### config.mk
export PLATFORM = sky130hd
export DESIGN_NAME = quoted_argument_tokenizer_core_flat
export DESIGN_NICKNAME = d
export VERILOG_FILES = /design/src/rtl/qat_pkg.sv /design/src/rtl/qat_if.sv /design/src/rtl/qat_ram.sv /design/src/rtl/qat_front.sv /design/src/rtl/qat_back.sv /design/src/rtl/quoted_argument_tokenizer_core.sv /design/src/flat_wrapper.sv
export SDC_FILE = /design/constraint.sdc
export NUM_CORES = 1
export LEC_CHECK = 0
export BUFFER_PORTS_ARGS = -buffer_cell sky130_fd_sc_hd__buf_4
export CORE_MARGIN = 4
export CORE_UTILIZATION = 48
export DETAILED_ROUTE_END_ITERATION = 8
export GPL_TIMING_DRIVEN = 1
export SYNTH_ARGS = -nofsm -noshare
export SYNTH_HDL_FRONTEND = slang
export SYNTH_SLANG_ARGS = --single-unit
### constraint.sdc
create_clock -name clk_i -period 8.8 [get_ports clk_i]
set_input_delay 0.88 -clock clk_i [delete_from_list [all_inputs] [get_ports clk_i]]
set_output_delay 0.88 -clock clk_i [all_outputs]
set_load 0.01 [all_outputs]
### src/rtl/qat_pkg.sv
// qat_pkg: shared types and constants of the quoted argument tokenizer
// depends on nothing; used by every rtl file of the block but qat_ram
`default_nettype none

package qat_pkg;

  localparam int unsigned LIMIT_W  = 5;
  localparam int unsigned IDX_W    = 4;
  localparam int unsigned START_W  = 12;
  localparam int unsigned LEN_W    = 13;
  localparam int unsigned STATUS_W = 3;
  localparam int unsigned CNT_W    = 5;

  localparam logic [7:0] CHAR_SPACE  = 8'd32;
  localparam logic [7:0] CHAR_DQUOTE = 8'd34;
  localparam logic [7:0] CHAR_SQUOTE = 8'd39;
  localparam logic [7:0] CHAR_LOW    = 8'd33;
  localparam logic [7:0] CHAR_HIGH   = 8'd126;

  localparam logic [LIMIT_W-1:0] LIMIT_RESET = 5'd16;

  typedef enum logic [STATUS_W-1:0] {
    ST_OK       = 3'd0,
    ST_TOO_MANY = 3'd1,
    ST_INVALID  = 3'd2,
    ST_UNCLOSED = 3'd3,
    ST_TOO_LONG = 3'd4
  } status_e;

  typedef enum logic [1:0] {
    CLS_NORMAL  = 2'd0,
    CLS_QUOTE   = 2'd1,
    CLS_SPACE   = 2'd2,
    CLS_INVALID = 2'd3
  } cls_e;

  typedef struct packed {
    logic is_end;
    cls_e cls;
  } tok_t;

  typedef struct packed {
    logic                is_summary;
    logic [IDX_W-1:0]    arg_index;
    logic [START_W-1:0]  arg_start;
    logic [LEN_W-1:0]    arg_length;
    logic [STATUS_W-1:0] status;
    logic [CNT_W-1:0]    arg_count;
    logic                last;
  } res_t;

endpackage

`default_nettype wire

### src/rtl/qat_if.sv
// qat_if: valid/ready channel interfaces of the tokenizer
// depends on qat_pkg for field widths
`default_nettype none

interface qat_in_if;
  logic       valid;
  logic       ready;
  logic       req_type;
  logic [7:0] char_byte;
  modport source (output valid, req_type, char_byte, input ready);
  modport sink (input valid, req_type, char_byte, output ready);
endinterface

interface qat_out_if;
  logic                          valid;
  logic                          ready;
  logic                          is_summary;
  logic [qat_pkg::IDX_W-1:0]     arg_index;
  logic [qat_pkg::START_W-1:0]   arg_start;
  logic [qat_pkg::LEN_W-1:0]     arg_length;
  logic [qat_pkg::STATUS_W-1:0]  status;
  logic [qat_pkg::CNT_W-1:0]     arg_count;
  logic                          last;
  modport source (output valid, is_summary, arg_index, arg_start, arg_length, status,
                  arg_count, last, input ready);
  modport sink (input valid, is_summary, arg_index, arg_start, arg_length, status,
                arg_count, last, output ready);
endinterface

interface qat_cfg_if;
  logic                         valid;
  logic                         ready;
  logic [qat_pkg::LIMIT_W-1:0]  data;
  modport source (output valid, data, input ready);
  modport sink (input valid, data, output ready);
endinterface

`default_nettype wire

### src/rtl/qat_ram.sv
// qat_ram: generic single write port ram with registered read
// no dependencies
`default_nettype none

module qat_ram #(
  parameter int unsigned Width = 8,
  parameter int unsigned Depth = 16,
  localparam int unsigned AddrW = (Depth > 1) ? $clog2(Depth) : 1
) (
  input  wire logic             clk_i,
  input  wire logic             we_i,
  input  wire logic [AddrW-1:0] waddr_i,
  input  wire logic [Width-1:0] wdata_i,
  input  wire logic             re_i,
  input  wire logic [AddrW-1:0] raddr_i,
  output logic      [Width-1:0] rdata_o
);

  logic [Width-1:0] mem_q [Depth];

  always_ff @(posedge clk_i) begin
    if (we_i) begin
      mem_q[waddr_i] <= wdata_i;
    end
    if (re_i) begin
      rdata_o <= mem_q[raddr_i];
    end
  end

endmodule

`default_nettype wire

### src/rtl/qat_front.sv
// qat_front: accepts input transactions, classifies the byte and queues the token
// depends on qat_pkg
`default_nettype none

module qat_front (
  input  wire logic          clk_i,
  input  wire logic          rst_ni,
  input  wire logic          in_valid_i,
  output logic               in_ready_o,
  input  wire logic          req_type_i,
  input  wire logic [7:0]    char_byte_i,
  output logic               tok_valid_o,
  input  wire logic          tok_ready_i,
  output qat_pkg::tok_t      tok_o
);

  qat_pkg::tok_t tok_mem_q [2];
  qat_pkg::tok_t new_tok;
  logic          wr_ptr_q, rd_ptr_q;
  logic [1:0]    cnt_q;
  logic          push, pop;

  always_comb begin
    new_tok.is_end = req_type_i;
    if (char_byte_i == qat_pkg::CHAR_SPACE) begin
      new_tok.cls = qat_pkg::CLS_SPACE;
    end else if (char_byte_i == qat_pkg::CHAR_SQUOTE ||
                 char_byte_i == qat_pkg::CHAR_DQUOTE) begin
      new_tok.cls = qat_pkg::CLS_QUOTE;
    end else if (char_byte_i inside {[qat_pkg::CHAR_LOW:qat_pkg::CHAR_HIGH]}) begin
      new_tok.cls = qat_pkg::CLS_NORMAL;
    end else begin
      new_tok.cls = qat_pkg::CLS_INVALID;
    end
  end

  assign in_ready_o  = (cnt_q != 2'd2);
  assign tok_valid_o = (cnt_q != 2'd0);
  assign tok_o       = tok_mem_q[rd_ptr_q];
  assign push        = in_valid_i & in_ready_o;
  assign pop         = tok_valid_o & tok_ready_i;

  always_ff @(posedge clk_i) begin
    if (push) begin
      tok_mem_q[wr_ptr_q] <= new_tok;
    end
  end

  always_ff @(posedge clk_i or negedge rst_ni) begin
    if (!rst_ni) begin
      wr_ptr_q <= 1'b0;
      rd_ptr_q <= 1'b0;
      cnt_q    <= 2'd0;
    end else begin
      if (push) begin
        wr_ptr_q <= ~wr_ptr_q;
      end
      if (pop) begin
        rd_ptr_q <= ~rd_ptr_q;
      end
      if (push && !pop) begin
        cnt_q <= cnt_q + 2'd1;
      end else if (pop && !push) begin
        cnt_q <= cnt_q - 2'd1;
      end
    end
  end

endmodule

`default_nettype wire

### src/rtl/qat_back.sv
// qat_back: tokenizer state, argument table and result drain with output register
// depends on qat_pkg and qat_ram
`default_nettype none

module qat_back #(
  parameter int unsigned MAX_ARGS         = 16,
  parameter int unsigned MAX_STRING_BYTES = 4096
) (
  input  wire logic                          clk_i,
  input  wire logic                          rst_ni,
  input  wire logic [qat_pkg::LIMIT_W-1:0]   arg_limit_i,
  input  wire logic                          tok_valid_i,
  output logic                               tok_ready_o,
  input  wire qat_pkg::tok_t                 tok_i,
  output logic                               out_valid_o,
  input  wire logic                          out_ready_i,
  output qat_pkg::res_t                      out_o
);

  localparam int unsigned FoundW = $clog2(MAX_ARGS + 1);
  localparam int unsigned AddrW  = (MAX_ARGS > 1) ? $clog2(MAX_ARGS) : 1;
  localparam int unsigned PosW   = $clog2(MAX_STRING_BYTES + 1);
  localparam int unsigned CmpW   = (FoundW > qat_pkg::LIMIT_W) ? FoundW : qat_pkg::LIMIT_W;
  localparam int unsigned EntW   = qat_pkg::START_W + qat_pkg::LEN_W;
  localparam logic [PosW-1:0] PosMax  = PosW'(MAX_STRING_BYTES);
  localparam logic [CmpW-1:0] ArgsMax = CmpW'(MAX_ARGS);

  typedef enum logic [3:0] {
    S_RUN  = 4'b0001,
    S_READ = 4'b0010,
    S_LOAD = 4'b0100,
    S_SUM  = 4'b1000
  } state_e;

  state_e                        state_q, state_d;
  logic                          in_arg_q, in_arg_d;
  logic                          quoting_q, quoting_d;
  logic [FoundW-1:0]             found_q, found_d;
  logic [FoundW-1:0]             idx_q, idx_d;
  logic [PosW-1:0]               pos_q, pos_d;
  qat_pkg::status_e              err_q, err_d;
  logic [qat_pkg::START_W-1:0]   cur_start_q, cur_start_d;
  logic [qat_pkg::LEN_W-1:0]     cur_len_q, cur_len_d;
  logic                          out_valid_q, out_valid_d;
  qat_pkg::res_t                 out_q, out_d;

  logic                          ram_we, ram_re;
  logic [EntW-1:0]               ram_rdata;
  logic [CmpW-1:0]               lim_ext, eff_lim;
  logic                          pop, out_free, is_normal, is_quote, is_space;
  logic [FoundW-1:0]             idx_next;

  assign tok_ready_o = (state_q == S_RUN);
  assign pop         = tok_valid_i & tok_ready_o;
  assign out_free    = !out_valid_q || out_ready_i;
  assign out_valid_o = out_valid_q;
  assign out_o       = out_q;
  assign lim_ext     = CmpW'(arg_limit_i);
  assign eff_lim     = (lim_ext > ArgsMax) ? ArgsMax : lim_ext;
  assign is_normal   = (tok_i.cls == qat_pkg::CLS_NORMAL);
  assign is_quote    = (tok_i.cls == qat_pkg::CLS_QUOTE);
  assign is_space    = (tok_i.cls == qat_pkg::CLS_SPACE);
  assign idx_next    = idx_q + FoundW'(1);
  assign ram_re      = (state_q == S_READ);

  qat_ram #(
    .Width(EntW),
    .Depth(MAX_ARGS)
  ) u_table (
    .clk_i  (clk_i),
    .we_i   (ram_we),
    .waddr_i(found_q[AddrW-1:0]),
    .wdata_i({cur_start_q, cur_len_q}),
    .re_i   (ram_re),
    .raddr_i(idx_q[AddrW-1:0]),
    .rdata_o(ram_rdata)
  );

  always_comb begin
    state_d     = state_q;
    in_arg_d    = in_arg_q;
    quoting_d   = quoting_q;
    found_d     = found_q;
    idx_d       = idx_q;
    pos_d       = pos_q;
    err_d       = err_q;
    cur_start_d = cur_start_q;
    cur_len_d   = cur_len_q;
    out_d       = out_q;
    ram_we      = 1'b0;
    out_valid_d = out_valid_q & ~out_ready_i;

    case (state_q)
      S_RUN: begin
        if (pop && !tok_i.is_end) begin
          if (err_q != qat_pkg::ST_OK) begin
            err_d = err_q;
          end else if (pos_q >= PosMax) begin
            err_d = qat_pkg::ST_TOO_LONG;
          end else if (tok_i.cls == qat_pkg::CLS_INVALID) begin
            err_d = qat_pkg::ST_INVALID;
          end else if (!in_arg_q) begin
            if (!is_space && CmpW'(found_q) >= eff_lim) begin
              err_d = qat_pkg::ST_TOO_MANY;
            end else begin
              if (!is_space) begin
                cur_start_d = is_normal ? qat_pkg::START_W'(pos_q)
                                        : qat_pkg::START_W'(pos_q + PosW'(1));
                cur_len_d   = is_normal ? qat_pkg::LEN_W'(1) : qat_pkg::LEN_W'(0);
                in_arg_d    = 1'b1;
                quoting_d   = is_quote;
              end
              pos_d = pos_q + PosW'(1);
            end
          end else begin
            if (is_normal || (is_space && quoting_q)) begin
              cur_len_d = cur_len_q + qat_pkg::LEN_W'(1);
            end else begin
              ram_we    = 1'b1;
              in_arg_d  = 1'b0;
              quoting_d = 1'b0;
              found_d   = found_q + FoundW'(1);
            end
            pos_d = pos_q + PosW'(1);
          end
        end else if (pop) begin
          if (err_q == qat_pkg::ST_OK && in_arg_q) begin
            if (quoting_q) begin
              err_d = qat_pkg::ST_UNCLOSED;
            end else begin
              ram_we  = 1'b1;
              found_d = found_q + FoundW'(1);
            end
          end
          idx_d = '0;
          if (err_d == qat_pkg::ST_OK && found_d != '0) begin
            state_d = S_READ;
          end else begin
            state_d = S_SUM;
          end
        end
      end
      S_READ: begin
        state_d = S_LOAD;
      end
      S_LOAD: begin
        if (out_free) begin
          out_valid_d      = 1'b1;
          out_d.is_summary = 1'b0;
          out_d.arg_index  = qat_pkg::IDX_W'(idx_q);
          out_d.arg_start  = ram_rdata[EntW-1:qat_pkg::LEN_W];
          out_d.arg_length = ram_rdata[qat_pkg::LEN_W-1:0];
          out_d.status     = qat_pkg::ST_OK;
          out_d.arg_count  = '0;
          out_d.last       = 1'b0;
          idx_d            = idx_next;
          state_d          = (idx_next == found_q) ? S_SUM : S_READ;
        end
      end
      S_SUM: begin
        if (out_free) begin
          out_valid_d      = 1'b1;
          out_d.is_summary = 1'b1;
          out_d.arg_index  = '0;
          out_d.arg_start  = '0;
          out_d.arg_length = '0;
          out_d.status     = err_q;
          out_d.arg_count  = (err_q == qat_pkg::ST_OK) ? qat_pkg::CNT_W'(found_q) : '0;
          out_d.last       = 1'b1;
          in_arg_d         = 1'b0;
          quoting_d        = 1'b0;
          found_d          = '0;
          pos_d            = '0;
          err_d            = qat_pkg::ST_OK;
          state_d          = S_RUN;
        end
      end
      default: begin
        state_d = S_RUN;
      end
    endcase
  end

  always_ff @(posedge clk_i) begin
    cur_start_q <= cur_start_d;
    cur_len_q   <= cur_len_d;
    out_q       <= out_d;
  end

  always_ff @(posedge clk_i or negedge rst_ni) begin
    if (!rst_ni) begin
      state_q     <= S_RUN;
      in_arg_q    <= 1'b0;
      quoting_q   <= 1'b0;
      found_q     <= '0;
      idx_q       <= '0;
      pos_q       <= '0;
      err_q       <= qat_pkg::ST_OK;
      out_valid_q <= 1'b0;
    end else begin
      state_q     <= state_d;
      in_arg_q    <= in_arg_d;
      quoting_q   <= quoting_d;
      found_q     <= found_d;
      idx_q       <= idx_d;
      pos_q       <= pos_d;
      err_q       <= err_d;
      out_valid_q <= out_valid_d;
    end
  end

endmodule

`default_nettype wire

### src/rtl/quoted_argument_tokenizer_core.sv
// quoted_argument_tokenizer_core: top level of the quoted argument tokenizer
// depends on qat_pkg, qat_if, qat_front, qat_back and qat_ram
`default_nettype none

// Splits a byte stream into arguments. Character bytes are taken one per cycle while the
// queue has room: the front stage classifies each byte into a two entry queue and the back
// stage updates the argument state for each byte. At the end marker the back stage reads the
// argument table through its single ram read port, each argument descriptor in a read state
// and a load state, then sends the summary transaction; the queue still takes up to two
// transactions during that drain and then holds off input. The arg_limit register is always
// writable and should only be changed while the block is idle.

module quoted_argument_tokenizer_core #(
  parameter int unsigned MAX_ARGS         = 16,
  parameter int unsigned MAX_STRING_BYTES = 4096
) (
  input  wire logic  clk_i,
  input  wire logic  rst_ni,
  qat_in_if.sink     in_i,
  qat_cfg_if.sink    cfg_i,
  qat_out_if.source  out_o
);

  logic [qat_pkg::LIMIT_W-1:0] arg_limit_q;
  logic                        tok_valid, tok_ready;
  qat_pkg::tok_t               tok;
  qat_pkg::res_t               res;

  assign cfg_i.ready = 1'b1;

  always_ff @(posedge clk_i or negedge rst_ni) begin
    if (!rst_ni) begin
      arg_limit_q <= qat_pkg::LIMIT_RESET;
    end else if (cfg_i.valid) begin
      arg_limit_q <= cfg_i.data;
    end
  end

  qat_front u_front (
    .clk_i      (clk_i),
    .rst_ni     (rst_ni),
    .in_valid_i (in_i.valid),
    .in_ready_o (in_i.ready),
    .req_type_i (in_i.req_type),
    .char_byte_i(in_i.char_byte),
    .tok_valid_o(tok_valid),
    .tok_ready_i(tok_ready),
    .tok_o      (tok)
  );

  qat_back #(
    .MAX_ARGS        (MAX_ARGS),
    .MAX_STRING_BYTES(MAX_STRING_BYTES)
  ) u_back (
    .clk_i      (clk_i),
    .rst_ni     (rst_ni),
    .arg_limit_i(arg_limit_q),
    .tok_valid_i(tok_valid),
    .tok_ready_o(tok_ready),
    .tok_i      (tok),
    .out_valid_o(out_o.valid),
    .out_ready_i(out_o.ready),
    .out_o      (res)
  );

  assign out_o.is_summary = res.is_summary;
  assign out_o.arg_index  = res.arg_index;
  assign out_o.arg_start  = res.arg_start;
  assign out_o.arg_length = res.arg_length;
  assign out_o.status     = res.status;
  assign out_o.arg_count  = res.arg_count;
  assign out_o.last       = res.last;

endmodule

`default_nettype wire
### src/flat_wrapper.sv
// flat-port wrapper written by rule: the top's interface ports become plain ports
module quoted_argument_tokenizer_core_flat 
#(
  parameter int unsigned MAX_ARGS         = 16,
  parameter int unsigned MAX_STRING_BYTES = 4096
)
  (clk_i, rst_ni, in_i_valid, in_i_req_type, in_i_char_byte, in_i_ready, cfg_i_valid, cfg_i_data, cfg_i_ready, out_o_valid, out_o_is_summary, out_o_arg_index, out_o_arg_start, out_o_arg_length, out_o_status, out_o_arg_count, out_o_last, out_o_ready);
  qat_in_if in_i_i ();
  qat_cfg_if cfg_i_i ();
  qat_out_if out_o_i ();
  input  wire logic clk_i;
  input  wire logic rst_ni;
  input wire logic [$bits(in_i_i.valid)-1:0] in_i_valid;
  input wire logic [$bits(in_i_i.req_type)-1:0] in_i_req_type;
  input wire logic [$bits(in_i_i.char_byte)-1:0] in_i_char_byte;
  output wire logic [$bits(in_i_i.ready)-1:0] in_i_ready;
  input wire logic [$bits(cfg_i_i.valid)-1:0] cfg_i_valid;
  input wire logic [$bits(cfg_i_i.data)-1:0] cfg_i_data;
  output wire logic [$bits(cfg_i_i.ready)-1:0] cfg_i_ready;
  output wire logic [$bits(out_o_i.valid)-1:0] out_o_valid;
  output wire logic [$bits(out_o_i.is_summary)-1:0] out_o_is_summary;
  output wire logic [$bits(out_o_i.arg_index)-1:0] out_o_arg_index;
  output wire logic [$bits(out_o_i.arg_start)-1:0] out_o_arg_start;
  output wire logic [$bits(out_o_i.arg_length)-1:0] out_o_arg_length;
  output wire logic [$bits(out_o_i.status)-1:0] out_o_status;
  output wire logic [$bits(out_o_i.arg_count)-1:0] out_o_arg_count;
  output wire logic [$bits(out_o_i.last)-1:0] out_o_last;
  input wire logic [$bits(out_o_i.ready)-1:0] out_o_ready;
  assign in_i_i.valid = in_i_valid;
  assign in_i_i.req_type = in_i_req_type;
  assign in_i_i.char_byte = in_i_char_byte;
  assign in_i_ready = in_i_i.ready;
  assign cfg_i_i.valid = cfg_i_valid;
  assign cfg_i_i.data = cfg_i_data;
  assign cfg_i_ready = cfg_i_i.ready;
  assign out_o_valid = out_o_i.valid;
  assign out_o_is_summary = out_o_i.is_summary;
  assign out_o_arg_index = out_o_i.arg_index;
  assign out_o_arg_start = out_o_i.arg_start;
  assign out_o_arg_length = out_o_i.arg_length;
  assign out_o_status = out_o_i.status;
  assign out_o_arg_count = out_o_i.arg_count;
  assign out_o_last = out_o_i.last;
  assign out_o_i.ready = out_o_ready;
  quoted_argument_tokenizer_core #(.MAX_ARGS(MAX_ARGS), .MAX_STRING_BYTES(MAX_STRING_BYTES)) u_core (.clk_i(clk_i), .rst_ni(rst_ni), .in_i(in_i_i), .cfg_i(cfg_i_i), .out_o(out_o_i));
endmodule
==> qor.csv <==
metric,value,unit
die width,220,um
synth-to-layout area growth,14.0,%
initial drt markers,1054,
total negative setup slack,0,ns
Site Rows,77,
FMAX,284,MHz
Required @ worst endpoint,9.01,ns
drt wl/cell,25.7,um
endpoints failing setup,0,
final period utilization,0.400,
largest family of logic cells by synthesized area,multiplexers,
clock power share,0.378,
Tightest Pin Transition,1.17,ns
worst-path maximum fanout,13,
status,"finished, final reports clean",
Unique masters post-synth,68,
Post-Syn Area,21600,um2
Layout Cells excl Fill,1854,
via count,10859,
DR pass1 iterations,5,
syn avg cell area,19.0,um2
grt met3 use,0.0334,
Flop pwr share,0.505,
Initial Util,0.487,
Leak,7.91,nW
Cells after DPL,1752,
TritonCTS clock tree,done,
kind of critical path,flip-flop to flip-flop,
die area,48400,um2
register area share after synthesis,0.736,
cts hold-fix bufs,0,
initial antenna violation count,0,
Internal,4.54,mW
Diodes inserted,0,
clk root buf,clkbuf_16,
Fin Clk Skew,0.0117,ns
GPL Wtd Cong,0.841,
synth top area cells,"edfxtp_1, mux4_2, dfrtp_1, nor2_1, and2_1",
combinational share of power,0.117,
asr flop ratio synth,0.0784,
min Tclk post-route,3.52,ns
Sw Share,0.250,
Detail Route Antenna Nets,0,
total power,6.06,mW
total CTS buffers,55,
Die Y,220,um
top cells by instance count after synthesis,"edfxtp_1, mux4_2, nor2_1",
GR peak layer,met2,
first-pass GRT wire length,72.1,mm
final hold vios,0,
Critical Path Source Type,flip-flop,
post-synthesis mux area share,0.136,
max-cap violation count,0,
met2 GRT Util,0.336,
Clock Pin Slew Worst Setup and Hold Paths,0.06,ns
H-tree lvl count,2,
fin nets,1250,
Via density,5.86,
CP arrival,3.73,ns
Resize count post-CTS,0,
Seq cells post-synth,536,
Synth Area in Simple Gates,0.0578,
Worst VDD drop,0.000148,V
# clock sinks,536,
max-slew violations,0,
share of cells above drive strength 1,0.268,
XOR/XNOR Fraction of Synth Area,0.0138,
Net Sw Power,1.51,mW
Pwr Density,246,nW/um2
post-synthesis adder-cell area fraction,0.00812,
largest net degree at the start of global routing,59,
vias in the first global route,11217,
pre-CTS WS,5.30,ns
top-count cell post-synth,edfxtp_1,
total congestion overflow,0,
unrepaired setup endpoints after global routing,false,
endpoint class of the critical path,flip-flop,
Syn. warnings,0,
IO Pins,61,
max_slew headroom,0.215,
Hold Path Class,input port to asynchronous set/reset pin,
fillers,3454,
total wire length,47.6,mm
HPWL Detailed,25.4,mm
fin worst setup slack,5.28,ns
area of the core,44300,um2
"EDFF count, synth",494,
share of the synthesized area in the top cell type,0.687,
Compound-Gate Fraction of Synth Area,0.0327,
PortBufs,59,
Yosys top cell by area,edfxtp_1,
Worst-Skew Late Latency,0.60,ns
Mapped Cells,1136,
Max clock buf depth,3,
top_reg_cell synth,edfxtp_1,
setup bufs post-CTS,0,
final core occ,0.555,
met1 Use GR,0.282,
syn nets,1169,
gr usage total,0.203,
Remaining DRCs,0,
==> layer usage <==
metal	part of all wire	up-vias
met4	0.025	0
met1	0.42	5720
li1	-	4749
met3	0.056	75
met2	0.50	315
met5	0	-
==> through the flow <==
stage / hold slack [ns] / instance area [um2]
2_1_floorplan: 0.456 / 21600
3_3_place_gp: 0.479 / 22800
3_5_place_dp: 0.482 / 22800
4_1_cts: 0.283 / 24600
5_1_grt: 0.302 / 24600
6_report: 0.282 / 24600
==> power groups by stage <==
stage / clock network (mW) / logic, mW / registers (mW)
floorplan: 0 / 0.535 / 3.05
global placement: 0 / 0.711 / 3.10
detailed placement: 0 / 0.711 / 3.11
CTS: 2.34 / 0.714 / 3.06
global route: 2.46 / 0.782 / 3.08
finish: 2.29 / 0.711 / 3.06
==> flip-flops by register name, summed over array words and instances (netlist names), 2 cells and up <==
| name | count |
|---|---|
| u_core.u_back.u_table.rdata_o | 25 |
| u_core.u_back.found_q | 5 |
| u_core.u_back.cur_len_q | 13 |
| u_core.u_back.u_table.mem_q | 400 |
| u_core.u_back.idx_q | 5 |
| u_core.u_front.cnt_q | 2 |
| u_core.u_back.out_o | 38 |
| u_core.u_back.pos_q | 13 |
| u_core.u_back.err_q | 3 |
| u_core.u_front.tok_mem_q | 6 |
| u_core.arg_limit_q | 5 |
| u_core.u_back.state_q | 4 |
| u_core.u_back.cur_start_q | 12 |
==> kinds of logic (layout without fill, tap and decap cells) <==
| group | count (synthesis) | count (layout) |
|---|---|---|
| XOR/XNOR | 34 | 34 |
| other | 1 | 1 |
| buffers and inverters | 77 | 203 |
| adder cells (fa/ha/maj) | 14 | 14 |
| flip-flops | 536 | 536 |
| AO/OA/AOI/OAI | 101 | 101 |
| multiplexers | 136 | 136 |
| AND/OR/NAND/NOR | 237 | 237 |
==> final cells by class <==
cell class / instances / area, um2 / share of cell area
inverter: 15 / 56.3 / 0.00229
clock buffer: 80 / 1560 / 0.0634
multi-input combinational: 523 / 5490 / 0.223
clock inverter: 22 / 225 / 0.00915
tap: 592 / 741 / 0.0301
sequential: 536 / 15900 / 0.646
timing repair buffer: 86 / 646 / 0.0262
==> critical path, stage by stage, from the launching register on <==
cell and delay (ns):
dfrtp_1 0.50, inv_1 0.15, ha_1 0.29, nand2b_1 0.14
a2111o_1 0.43, a31oi_1 0.41, nand2_1 0.16, o21a_1 0.19
nor2_1 0.87
==> cells in the final DEF (no fill, tap or decap), drive strengths merged, types with 4 or more instances in the layout <==
cell type	synthesis	layout
nand4	4	4
nor3	17	17
buf	15	86
edfxtp	494	494
nand2b	8	8
clkinv	1	16
bufinv	0	4
o31ai	21	21
or3	8	8
and3	16	16
o21ai	24	24
mux2	8	8
inv	14	16
nor2	54	54
a31oi	9	9
a21oi	11	11
nand3b	4	4
o21a	4	4
dfrtp	40	40
nand2	47	47
a211oi	6	6
xor2	17	17
xnor2	17	17
nand3	26	26
ha	14	14
mux4	125	125
and2	33	33
clkbuf	47	80
a2111oi	4	4
==> worst paths after layout <==
path / startpoint / end / slack [ns] / depth (start not counted)
setup / recovery: u_core.u_back.found_q[0] / u_core.u_back.cur_len_q[12] / 5.28 / 8
hold / removal: rst_ni / u_core.u_back.found_q[3] / 0.28 / 1
setup reg to reg: u_core.u_back.found_q[0] / u_core.u_back.cur_len_q[12] / 5.28 / 8
hold reg to reg: u_core.u_front.cnt_q[1] / u_core.u_front.cnt_q[1] / 0.49 / 1
max in group asynchronous: rst_ni / u_core.u_back.idx_q[1] / 8.05 / 1
min in group clk_i: in_i_req_type / u_core.u_front.tok_mem_q[1][2] / 0.47 / 1
Note: power is estimated with default switching activity, not from simulation.
